### src/hw/rtl/rct_pkg.sv
`timescale 1ns / 1ps

package rct_pkg;

    // Fixed field widths
    localparam int CNT_W  = 32;
    localparam int TIME_W = 32;

    // Operation codes carried by the alarm channel
    localparam logic OP_CHECK = 1'b0;
    localparam logic OP_CLEAR = 1'b1;

    // Result codes
    typedef enum logic [2:0] {
        OUT_KNOWN     = 3'd0,
        OUT_NEW_FREE  = 3'd1,
        OUT_NEW_EVICT = 3'd2,
        OUT_REPLAY    = 3'd3,
        OUT_EMPTY     = 3'd4,
        OUT_CLEARED   = 3'd5
    } outcome_t;

    // Sequencer to scan unit
    typedef struct packed {
        logic init;   // restart the accumulators
        logic eval;   // read data of one slot is present this cycle
    } scan_ctrl_t;

    // Scan unit to sequencer
    typedef struct packed {
        logic hit;    // call sign found in a live slot
        logic free;   // at least one free slot seen
    } scan_flags_t;

endpackage

### src/hw/rtl/replay_counter_table.sv
`timescale 1ns / 1ps
// Channel  | Handshake                   | Payload
// alarm    | alarm_valid / alarm_ready   | operation, call_sign, counter, now_ms
// result   | result_valid / result_ready | accepted, outcome
//
// A check transaction scans every slot before the earliest next acceptance: the
// slot memory is read one entry per cycle and each entry passes through one shared
// compare/age unit, then a decide state makes the decision and writes back.
// Clear and empty-sign transactions skip the scan. Reset empties the table at once.
// A result waits in the output register; the alarm side is not ready until the
// pending transaction has delivered its result into that register.

module replay_counter_table #(
    parameter int SLOTS      = 16,
    parameter int SIGN_BYTES = 5
) (
    input  logic                        clk,
    input  logic                        rst_n,
    input  logic                        alarm_valid,
    output logic                        alarm_ready,
    input  logic                        operation,
    input  logic [8*SIGN_BYTES-1:0]     call_sign,
    input  logic [rct_pkg::CNT_W-1:0]   counter,
    input  logic [rct_pkg::TIME_W-1:0]  now_ms,
    output logic                        result_valid,
    input  logic                        result_ready,
    output logic                        accepted,
    output logic [2:0]                  outcome
);

    localparam int SIGN_W = 8 * SIGN_BYTES;
    localparam int IDX_W  = (SLOTS > 1) ? $clog2(SLOTS) : 1;

    logic                       start;
    logic                       idle;
    logic                       out_free;
    logic                       res_valid;
    logic                       res_accepted;
    rct_pkg::outcome_t          res_outcome;

    logic                       rd_en;
    logic [IDX_W-1:0]           rd_addr;
    logic                       rd_valid;
    logic [SIGN_W-1:0]          rd_sign;
    logic [rct_pkg::CNT_W-1:0]  rd_cnt;
    logic [rct_pkg::TIME_W-1:0] rd_time;
    logic                       wr_en;
    logic [IDX_W-1:0]           wr_addr;
    logic [SIGN_W-1:0]          wr_sign;
    logic [rct_pkg::CNT_W-1:0]  wr_cnt;
    logic [rct_pkg::TIME_W-1:0] wr_time;
    logic                       clear_all;

    rct_pkg::scan_ctrl_t        scan_ctrl;
    rct_pkg::scan_flags_t       flags;
    logic [IDX_W-1:0]           eval_idx;
    logic [SIGN_W-1:0]          key_sign;
    logic [rct_pkg::TIME_W-1:0] key_now;
    logic [IDX_W-1:0]           hit_idx;
    logic [rct_pkg::CNT_W-1:0]  hit_cnt;
    logic [IDX_W-1:0]           free_idx;
    logic [IDX_W-1:0]           old_idx;

    logic                       out_valid_reg;
    logic                       accepted_reg;
    logic [2:0]                 outcome_reg;

    assign alarm_ready = idle;
    assign start       = alarm_valid && idle;
    assign out_free    = !out_valid_reg || result_ready;

    rct_seq #(
        .SLOTS      (SLOTS),
        .SIGN_BYTES (SIGN_BYTES),
        .IDX_W      (IDX_W)
    ) u_seq (
        .clk          (clk),
        .rst_n        (rst_n),
        .start        (start),
        .idle         (idle),
        .operation    (operation),
        .call_sign    (call_sign),
        .counter      (counter),
        .now_ms       (now_ms),
        .out_free     (out_free),
        .res_valid    (res_valid),
        .res_accepted (res_accepted),
        .res_outcome  (res_outcome),
        .rd_en        (rd_en),
        .rd_addr      (rd_addr),
        .wr_en        (wr_en),
        .wr_addr      (wr_addr),
        .wr_sign      (wr_sign),
        .wr_cnt       (wr_cnt),
        .wr_time      (wr_time),
        .clear_all    (clear_all),
        .scan_ctrl    (scan_ctrl),
        .eval_idx     (eval_idx),
        .key_sign     (key_sign),
        .key_now      (key_now),
        .flags        (flags),
        .hit_idx      (hit_idx),
        .hit_cnt      (hit_cnt),
        .free_idx     (free_idx),
        .old_idx      (old_idx)
    );

    rct_slot_mem #(
        .SLOTS  (SLOTS),
        .SIGN_W (SIGN_W),
        .IDX_W  (IDX_W)
    ) u_mem (
        .clk       (clk),
        .rst_n     (rst_n),
        .rd_en     (rd_en),
        .rd_addr   (rd_addr),
        .rd_valid  (rd_valid),
        .rd_sign   (rd_sign),
        .rd_cnt    (rd_cnt),
        .rd_time   (rd_time),
        .wr_en     (wr_en),
        .wr_addr   (wr_addr),
        .wr_sign   (wr_sign),
        .wr_cnt    (wr_cnt),
        .wr_time   (wr_time),
        .clear_all (clear_all)
    );

    rct_scan_unit #(
        .SIGN_W (SIGN_W),
        .IDX_W  (IDX_W)
    ) u_scan (
        .clk      (clk),
        .rst_n    (rst_n),
        .ctrl     (scan_ctrl),
        .eval_idx (eval_idx),
        .key_sign (key_sign),
        .now      (key_now),
        .rd_valid (rd_valid),
        .rd_sign  (rd_sign),
        .rd_cnt   (rd_cnt),
        .rd_time  (rd_time),
        .flags    (flags),
        .hit_idx  (hit_idx),
        .hit_cnt  (hit_cnt),
        .free_idx (free_idx),
        .old_idx  (old_idx)
    );

    // Output register
    always_ff @(posedge clk or negedge rst_n)
    begin
        if (!rst_n)
        begin
            out_valid_reg <= 1'b0;
            accepted_reg  <= 1'b0;
            outcome_reg   <= '0;
        end
        else if (res_valid)
        begin
            out_valid_reg <= 1'b1;
            accepted_reg  <= res_accepted;
            outcome_reg   <= res_outcome;
        end
        else if (result_ready)
        begin
            out_valid_reg <= 1'b0;
        end
    end

    assign result_valid = out_valid_reg;
    assign accepted     = accepted_reg;
    assign outcome      = outcome_reg;

endmodule

### src/hw/rtl/rct_slot_mem.sv
`timescale 1ns / 1ps

module rct_slot_mem #(
    parameter int SLOTS  = 16,
    parameter int SIGN_W = 40,
    parameter int IDX_W  = 4
) (
    input  logic                      clk,
    input  logic                      rst_n,
    input  logic                      rd_en,
    input  logic [IDX_W-1:0]          rd_addr,
    output logic                      rd_valid,
    output logic [SIGN_W-1:0]         rd_sign,
    output logic [rct_pkg::CNT_W-1:0] rd_cnt,
    output logic [rct_pkg::TIME_W-1:0] rd_time,
    input  logic                      wr_en,
    input  logic [IDX_W-1:0]          wr_addr,
    input  logic [SIGN_W-1:0]         wr_sign,
    input  logic [rct_pkg::CNT_W-1:0] wr_cnt,
    input  logic [rct_pkg::TIME_W-1:0] wr_time,
    input  logic                      clear_all
);

    localparam int ENTRY_W = SIGN_W + rct_pkg::CNT_W + rct_pkg::TIME_W;

    logic [ENTRY_W-1:0] mem [SLOTS];
    logic [ENTRY_W-1:0] rd_data_reg;
    logic [SLOTS-1:0]   valid_reg;
    logic               rd_valid_reg;

    // Entry storage, one write and one registered read per cycle
    always_ff @(posedge clk)
    begin
        if (wr_en)
        begin
            mem[wr_addr] <= {wr_sign, wr_cnt, wr_time};
        end
        if (rd_en)
        begin
            rd_data_reg <= mem[rd_addr];
        end
    end

    // Live flags: a slot that is not live reads as free
    always_ff @(posedge clk or negedge rst_n)
    begin
        if (!rst_n)
        begin
            valid_reg    <= '0;
            rd_valid_reg <= 1'b0;
        end
        else
        begin
            if (clear_all)
            begin
                valid_reg <= '0;
            end
            else if (wr_en)
            begin
                valid_reg[wr_addr] <= 1'b1;
            end
            if (rd_en)
            begin
                rd_valid_reg <= valid_reg[rd_addr];
            end
        end
    end

    assign rd_valid = rd_valid_reg;
    assign rd_sign  = rd_data_reg[ENTRY_W-1 -: SIGN_W];
    assign rd_cnt   = rd_data_reg[rct_pkg::TIME_W +: rct_pkg::CNT_W];
    assign rd_time  = rd_data_reg[rct_pkg::TIME_W-1:0];

endmodule

### src/hw/rtl/rct_scan_unit.sv
`timescale 1ns / 1ps

module rct_scan_unit #(
    parameter int SIGN_W = 40,
    parameter int IDX_W  = 4
) (
    input  logic                       clk,
    input  logic                       rst_n,
    input  rct_pkg::scan_ctrl_t        ctrl,
    input  logic [IDX_W-1:0]           eval_idx,
    input  logic [SIGN_W-1:0]          key_sign,
    input  logic [rct_pkg::TIME_W-1:0] now,
    input  logic                       rd_valid,
    input  logic [SIGN_W-1:0]          rd_sign,
    input  logic [rct_pkg::CNT_W-1:0]  rd_cnt,
    input  logic [rct_pkg::TIME_W-1:0] rd_time,
    output rct_pkg::scan_flags_t       flags,
    output logic [IDX_W-1:0]           hit_idx,
    output logic [rct_pkg::CNT_W-1:0]  hit_cnt,
    output logic [IDX_W-1:0]           free_idx,
    output logic [IDX_W-1:0]           old_idx
);

    logic                       hit_reg;
    logic                       free_reg;
    logic [IDX_W-1:0]           hit_idx_reg;
    logic [rct_pkg::CNT_W-1:0]  hit_cnt_reg;
    logic [IDX_W-1:0]           free_idx_reg;
    logic [IDX_W-1:0]           old_idx_reg;
    logic [rct_pkg::TIME_W-1:0] old_age_reg;

    logic                       match;
    logic [rct_pkg::TIME_W-1:0] age;
    logic                       older;

    // Shared compare: sign match and wrap-around age against the running max
    assign match = rd_valid && (rd_sign == key_sign);
    assign age   = now - rd_time;
    assign older = rd_valid && (age >= old_age_reg);

    always_ff @(posedge clk or negedge rst_n)
    begin
        if (!rst_n)
        begin
            hit_reg      <= 1'b0;
            free_reg     <= 1'b0;
            hit_idx_reg  <= '0;
            hit_cnt_reg  <= '0;
            free_idx_reg <= '0;
            old_idx_reg  <= '0;
            old_age_reg  <= '0;
        end
        else if (ctrl.init)
        begin
            hit_reg      <= 1'b0;
            free_reg     <= 1'b0;
            old_idx_reg  <= '0;
            old_age_reg  <= '0;
        end
        else if (ctrl.eval)
        begin
            // first live match wins
            if (match && !hit_reg)
            begin
                hit_reg     <= 1'b1;
                hit_idx_reg <= eval_idx;
                hit_cnt_reg <= rd_cnt;
            end
            // first free slot wins
            if (!rd_valid && !free_reg)
            begin
                free_reg     <= 1'b1;
                free_idx_reg <= eval_idx;
            end
            // oldest slot, later index wins a tie
            if (older)
            begin
                old_age_reg <= age;
                old_idx_reg <= eval_idx;
            end
        end
    end

    assign flags.hit  = hit_reg;
    assign flags.free = free_reg;
    assign hit_idx    = hit_idx_reg;
    assign hit_cnt    = hit_cnt_reg;
    assign free_idx   = free_idx_reg;
    assign old_idx    = old_idx_reg;

endmodule

### src/hw/rtl/rct_seq.sv
`timescale 1ns / 1ps

module rct_seq #(
    parameter int SLOTS      = 16,
    parameter int SIGN_BYTES = 5,
    parameter int IDX_W      = 4
) (
    input  logic                        clk,
    input  logic                        rst_n,
    // transaction in
    input  logic                        start,
    output logic                        idle,
    input  logic                        operation,
    input  logic [8*SIGN_BYTES-1:0]     call_sign,
    input  logic [rct_pkg::CNT_W-1:0]   counter,
    input  logic [rct_pkg::TIME_W-1:0]  now_ms,
    // result out
    input  logic                        out_free,
    output logic                        res_valid,
    output logic                        res_accepted,
    output rct_pkg::outcome_t           res_outcome,
    // slot memory
    output logic                        rd_en,
    output logic [IDX_W-1:0]            rd_addr,
    output logic                        wr_en,
    output logic [IDX_W-1:0]            wr_addr,
    output logic [8*SIGN_BYTES-1:0]     wr_sign,
    output logic [rct_pkg::CNT_W-1:0]   wr_cnt,
    output logic [rct_pkg::TIME_W-1:0]  wr_time,
    output logic                        clear_all,
    // scan unit
    output rct_pkg::scan_ctrl_t         scan_ctrl,
    output logic [IDX_W-1:0]            eval_idx,
    output logic [8*SIGN_BYTES-1:0]     key_sign,
    output logic [rct_pkg::TIME_W-1:0]  key_now,
    input  rct_pkg::scan_flags_t        flags,
    input  logic [IDX_W-1:0]            hit_idx,
    input  logic [rct_pkg::CNT_W-1:0]   hit_cnt,
    input  logic [IDX_W-1:0]            free_idx,
    input  logic [IDX_W-1:0]            old_idx
);

    localparam int SIGN_W = 8 * SIGN_BYTES;
    localparam logic [IDX_W-1:0] LAST_IDX = IDX_W'(SLOTS - 1);

    typedef enum logic [1:0] {
        S_IDLE,
        S_SCAN,
        S_LAST,
        S_DECIDE
    } state_t;

    state_t                     state_reg, state_next;
    logic [IDX_W-1:0]           scan_idx_reg, scan_idx_next;
    logic                       eval_en_reg, eval_en_next;
    logic [IDX_W-1:0]           eval_idx_reg, eval_idx_next;
    logic                       op_reg, op_next;
    logic                       empty_reg, empty_next;
    logic [SIGN_W-1:0]          sign_reg, sign_next;
    logic [rct_pkg::CNT_W-1:0]  cnt_reg, cnt_next;
    logic [rct_pkg::TIME_W-1:0] now_reg, now_next;

    logic [SIGN_W-1:0]          sign_norm;
    logic                       emit;
    logic                       acc;
    rct_pkg::outcome_t          outc;
    logic                       wr_do;
    logic [IDX_W-1:0]           wr_sel;

    // Clear every byte after the first zero byte
    always_comb
    begin
        logic ended;
        ended     = 1'b0;
        sign_norm = '0;
        for (int k = 0; k < SIGN_BYTES; k++)
        begin
            if (call_sign[(SIGN_BYTES-1-k)*8 +: 8] == 8'd0)
            begin
                ended = 1'b1;
            end
            if (!ended)
            begin
                sign_norm[(SIGN_BYTES-1-k)*8 +: 8] = call_sign[(SIGN_BYTES-1-k)*8 +: 8];
            end
        end
    end

    // Final decision from the scan summary
    always_comb
    begin
        acc    = 1'b0;
        outc   = rct_pkg::OUT_CLEARED;
        wr_do  = 1'b0;
        wr_sel = old_idx;
        if (op_reg == rct_pkg::OP_CLEAR)
        begin
            outc = rct_pkg::OUT_CLEARED;
        end
        else if (empty_reg)
        begin
            outc = rct_pkg::OUT_EMPTY;
        end
        else if (flags.hit)
        begin
            if (cnt_reg > hit_cnt)
            begin
                acc    = 1'b1;
                outc   = rct_pkg::OUT_KNOWN;
                wr_do  = 1'b1;
                wr_sel = hit_idx;
            end
            else
            begin
                outc = rct_pkg::OUT_REPLAY;
            end
        end
        else if (flags.free)
        begin
            acc    = 1'b1;
            outc   = rct_pkg::OUT_NEW_FREE;
            wr_do  = 1'b1;
            wr_sel = free_idx;
        end
        else
        begin
            acc    = 1'b1;
            outc   = rct_pkg::OUT_NEW_EVICT;
            wr_do  = 1'b1;
            wr_sel = old_idx;
        end
    end

    // Next-state logic
    always_comb
    begin
        state_next    = state_reg;
        scan_idx_next = scan_idx_reg;
        eval_en_next  = 1'b0;
        eval_idx_next = eval_idx_reg;
        op_next       = op_reg;
        empty_next    = empty_reg;
        sign_next     = sign_reg;
        cnt_next      = cnt_reg;
        now_next      = now_reg;
        emit          = 1'b0;
        unique case (state_reg)
            S_IDLE:
            begin
                if (start)
                begin
                    op_next       = operation;
                    empty_next    = (sign_norm[SIGN_W-1 -: 8] == 8'd0);
                    sign_next     = sign_norm;
                    cnt_next      = counter;
                    now_next      = now_ms;
                    scan_idx_next = '0;
                    if ((operation == rct_pkg::OP_CLEAR) || (sign_norm[SIGN_W-1 -: 8] == 8'd0))
                    begin
                        state_next = S_DECIDE;
                    end
                    else
                    begin
                        state_next = S_SCAN;
                    end
                end
            end
            S_SCAN:
            begin
                eval_en_next  = 1'b1;
                eval_idx_next = scan_idx_reg;
                if (scan_idx_reg == LAST_IDX)
                begin
                    state_next = S_LAST;
                end
                else
                begin
                    scan_idx_next = scan_idx_reg + 1'b1;
                end
            end
            S_LAST:
            begin
                state_next = S_DECIDE;
            end
            S_DECIDE:
            begin
                if (out_free)
                begin
                    emit       = 1'b1;
                    state_next = S_IDLE;
                end
            end
            default:
            begin
                state_next = S_IDLE;
            end
        endcase
    end

    // State and registered outputs
    always_ff @(posedge clk or negedge rst_n)
    begin
        if (!rst_n)
        begin
            state_reg    <= S_IDLE;
            scan_idx_reg <= '0;
            eval_en_reg  <= 1'b0;
            eval_idx_reg <= '0;
            op_reg       <= rct_pkg::OP_CHECK;
            empty_reg    <= 1'b0;
            sign_reg     <= '0;
            cnt_reg      <= '0;
            now_reg      <= '0;
        end
        else
        begin
            state_reg    <= state_next;
            scan_idx_reg <= scan_idx_next;
            eval_en_reg  <= eval_en_next;
            eval_idx_reg <= eval_idx_next;
            op_reg       <= op_next;
            empty_reg    <= empty_next;
            sign_reg     <= sign_next;
            cnt_reg      <= cnt_next;
            now_reg      <= now_next;
        end
    end

    assign idle         = (state_reg == S_IDLE);
    assign res_valid    = emit;
    assign res_accepted = acc;
    assign res_outcome  = outc;

    assign rd_en     = (state_reg == S_SCAN);
    assign rd_addr   = scan_idx_reg;
    assign wr_en     = emit && wr_do;
    assign wr_addr   = wr_sel;
    assign wr_sign   = sign_reg;
    assign wr_cnt    = cnt_reg;
    assign wr_time   = now_reg;
    assign clear_all = emit && (op_reg == rct_pkg::OP_CLEAR);

    assign scan_ctrl.init = start && idle;
    assign scan_ctrl.eval = eval_en_reg;
    assign eval_idx       = eval_idx_reg;
    assign key_sign       = sign_reg;
    assign key_now        = now_reg;

endmodule

### config.mk
export PLATFORM = sky130hd
export DESIGN_NAME = replay_counter_table
export DESIGN_NICKNAME = d
export VERILOG_FILES = /design/src/hw/rtl/rct_pkg.sv /design/src/hw/rtl/replay_counter_table.sv /design/src/hw/rtl/rct_slot_mem.sv /design/src/hw/rtl/rct_scan_unit.sv /design/src/hw/rtl/rct_seq.sv
export SDC_FILE = /design/constraint.sdc
export NUM_CORES = 2
export LEC_CHECK = 0
export BUFFER_PORTS_ARGS = -buffer_cell sky130_fd_sc_hd__buf_2
export CORE_MARGIN = 2
export CORE_UTILIZATION = 34
export CTS_CLUSTER_SIZE = 24
export DETAILED_ROUTE_END_ITERATION = 6
export GPL_TIMING_DRIVEN = 0
export PLACE_DENSITY = 0.61
export SLEW_MARGIN = 20
export SYNTH_ARGS = -nofsm -noshare
export SYNTH_HDL_FRONTEND = slang
export SYNTH_SLANG_ARGS = --single-unit
### constraint.sdc
create_clock -name clk -period 7.4 [get_ports clk]
set_input_delay 0 -clock clk [delete_from_list [all_inputs] [get_ports clk]]
set_output_delay 0 -clock clk [all_outputs]
set_load 0.05 [all_outputs]
==> results.cfg <==
[floorplanning]
core-area_mm2 = 0.227
io_pins = 115
dieArea_mm2 = 0.232
die_w_um = 482
rows = 175
initial_core_util_pct = 34.2
die_h_um = 482

[logic_synthesis]
synth-edff-count = 1768
ys_ff_latch = 1985
ys_seq_area_share_pct = 75.3
synth_nets = 3986
yosysWarnings = 0
avgSynthCellArea_um2 = 20.6
netlist-cell-type-count = 75
syn_area_mm2 = 0.0777
synthCells = 3776
synth_flop_cell = edfxtp_1
async_flop_share_pct = 10.9

[drt]
ant_nets = 0
drt-pass1-iter-count = 5
drt_iter0_drc = 4484
via_per_inst = 5.25
vias = 39800
drt-total-wl_mm = 197
detail_route.wl_per_cell_um = 26.0
drc = 0

[sta]
fin_skew_ps = 31.1
setup_violations = 0
rsz0062_at_grt = false
max_freq_mhz = 188
slew_viol_final = 0
layout_min_cycle_time_ps = 5330
tightestPinTransition_ps = 1160
hold_viol = 0
relSlewSlack_pct = 22.9
fin_crit_sh_pct = 72.1
finalSetupTns_ps = 0

[clocking]
clockRootBuffer = clkbuf_16
cts.sinks = 1985
post-cts-setup-buffers = 0
path_clk_slew_ps = 60
cts_tree = built
cts_buffer_depth = 3
cts-htree-levels = 4
clock_latency_ps = 830
numCtsBuffers = 187

[power_and_ir_drop]
power.switching_mw = 10.3
switching_share_pct = 30.1
clkPwrFrac_pct = 29.0
p_seq_share_pct = 47.5
p_per_area_mw_per_mm2 = 366
p_leak_nw = 31.0
finalPower_mw = 34.2
intPower_mw = 23.9
ir_drop_uv = 204
p_comb_share_pct = 23.5

[cells_and_area]
final_common_cell = edfxtp_1
n_fill_cell = 19900
syn2layout_area_growth_pct = 20.2
largest_reg_flops = 1664
layout-drive-gt1-share_pct = 25.7
nets = 4609
final_cell_mix = edfxtp_1, mux4_2, nand2_1

[place]
dp_hpwl_mm = 128
gp_congestion = 0.741
place.port_buffers = 114

[min_path]
min_to = u_seq.wr_cnt[0]$_DFFE_PN0P_
hold_depth = 4
hold_class = input port to register
hold_path.startpoint = counter[0]

[setup_path]
reg2reg_slack_ps = 2070
cp-start-kind = register
r2r_start = u_seq.key_now[5]$_DFFE_PN0P_
cp.required_ps = 8090
critPathCaptureType = register
crit_path_max_fanout = 18
critPathKind = register to register
worstPathArrival_ps = 6020
r2r_end = u_scan.old_age_reg[30]$_DFFE_PN0P_
r2r.worst_path.cells = 18

[run]
cap_violations = 0

[global_route]
grt_max_degree = 89
grt_pass1_vias = 40500
grt_usage_pct = 17.0
antenna_found_initial = 8
grt_overflow = 0
grt_pass1_wl_mm = 285

[outcome]
run_status = finished, final reports clean
==> timing repair <==
| action | in CTS | in global routing |
|---|---|---|
| gates resized for setup | 0 | 0 |
| hold buffers | 201 | 0 |
| endpoints found under the hold margin | 330 | 0 |
==> synth_stat cells (26+ instances only) <==
library cell	number	area, um2
dfrtp_1	217	5430
a22o_1	26	228
o21ai_0	80	400
mux2i_1	32	320
edfxtp_1	1768	53100
ha_1	100	1250
mux4_2	525	11800
clkbuf_1	117	439
inv_1	115	432
a21oi_1	57	285
nand2_1	321	1200
xor2_1	46	403
buf_1	36	135
nor2_1	86	323
==> routing by layer <==
layer  share of wire (%)  track usage, %  vias to the layer above  wire length (um)
met5              0.0066               0                        -                13
met4                 2.7            4.80                        2              5270
met3                 7.1            2.99                      300             14100
met2                  47            26.8                     1534             93100
met1                  43            24.1                    21300             84700
li1                    -               -                    16600                 -
==> cells by family after synthesis <==
| logic type | after synthesis | share of synthesized area, % |
|---|---|---|
| and+or+nand+nor | 506 | 2.81 |
| xor gates and xnor gates | 67 | 0.755 |
| buffers and inverters | 279 | 1.38 |
| adders and majority gates | 101 | 1.64 |
| muxes | 570 | 15.8 |
| AOI/OAI and AO/OA | 268 | 2.28 |
| DFF | 1985 | 75.3 |
==> critical path: stages, from the launching register on <==
cell and delay (ps):
dfrtp_1 640, ha_1 520, nand2_1 120, a211oi_1 340, o21ai_0 280, a21oi_1 330
o21ai_0 160, o311ai_0 650, ha_1 240, nand4_1 90, nor3_1 260, o2111a_1 270
o211ai_1 110, o2111ai_1 240, o21ai_0 110, nand2_1 130, clkbuf_1 400, mux2i_1 240
nor2_1 50
==> area by class of cell <==
type	instances	area, um2	share of cell area (%)
flip-flops and latches	1985	58500	62.6
multi-input cells	1512	18300	19.6
clock buffers	267	5400	5.78
repair buffers	434	5360	5.74
well taps	3009	3760	4.03
clock inverters	84	965	1.03
plain buffers	164	702	0.751
inverters	115	432	0.462
diodes	2	5.00	0.00536
==> worst max-delay path by stage <==
stage,startpoint,endpoint,depth (start not counted)
final,u_seq.key_now[5]$_DFFE_PN0P_,u_scan.old_age_reg[30]$_DFFE_PN0P_,18
after CTS,u_seq.wr_cnt[31]$_DFFE_PN0P_,u_mem.mem[2][21]$_DFFE_PP_,13
after global routing,u_seq.key_now[4]$_DFFE_PN0P_,u_scan.old_age_reg[30]$_DFFE_PN0P_,18
after floorplan,u_seq.wr_cnt[15]$_DFFE_PN0P_,u_mem.mem[14][0]$_DFFE_PP_,10
after detailed placement,u_seq.wr_cnt[31]$_DFFE_PN0P_,u_mem.mem[2][17]$_DFFE_PP_,13
after global placement,u_seq.wr_cnt[31]$_DFFE_PN0P_,u_mem.mem[10][12]$_DFFE_PP_,10
==> power groups by stage <==
stage / registers [mW] / clock network [mW] / logic [mW]
5_1_grt: 16.5 / 10.5 / 8.74
4_1_cts: 16.3 / 10.1 / 8.13
3_3_place_gp: 16.6 / 0 / 7.58
3_5_place_dp: 16.5 / 0 / 7.97
6_report: 16.2 / 9.94 / 8.04
2_1_floorplan: 15.9 / 0 / 5.25
==> stage by stage <==
stage,util (%),worst slack (ps),cells,hold WS (ps),cell area [um2]
detailed placement,37.4,1990,7018,-29.6,85000
finish,41.1,2070,7572,15.4,93400
floorplan,-,-72.8,3776,-296,77700
global placement,36.1,-7530,6899,200,82000
CTS,41.1,1960,7570,0.219,93400
global route,41.1,1550,7571,31.6,93400
(Power assumes the default switching activity.)
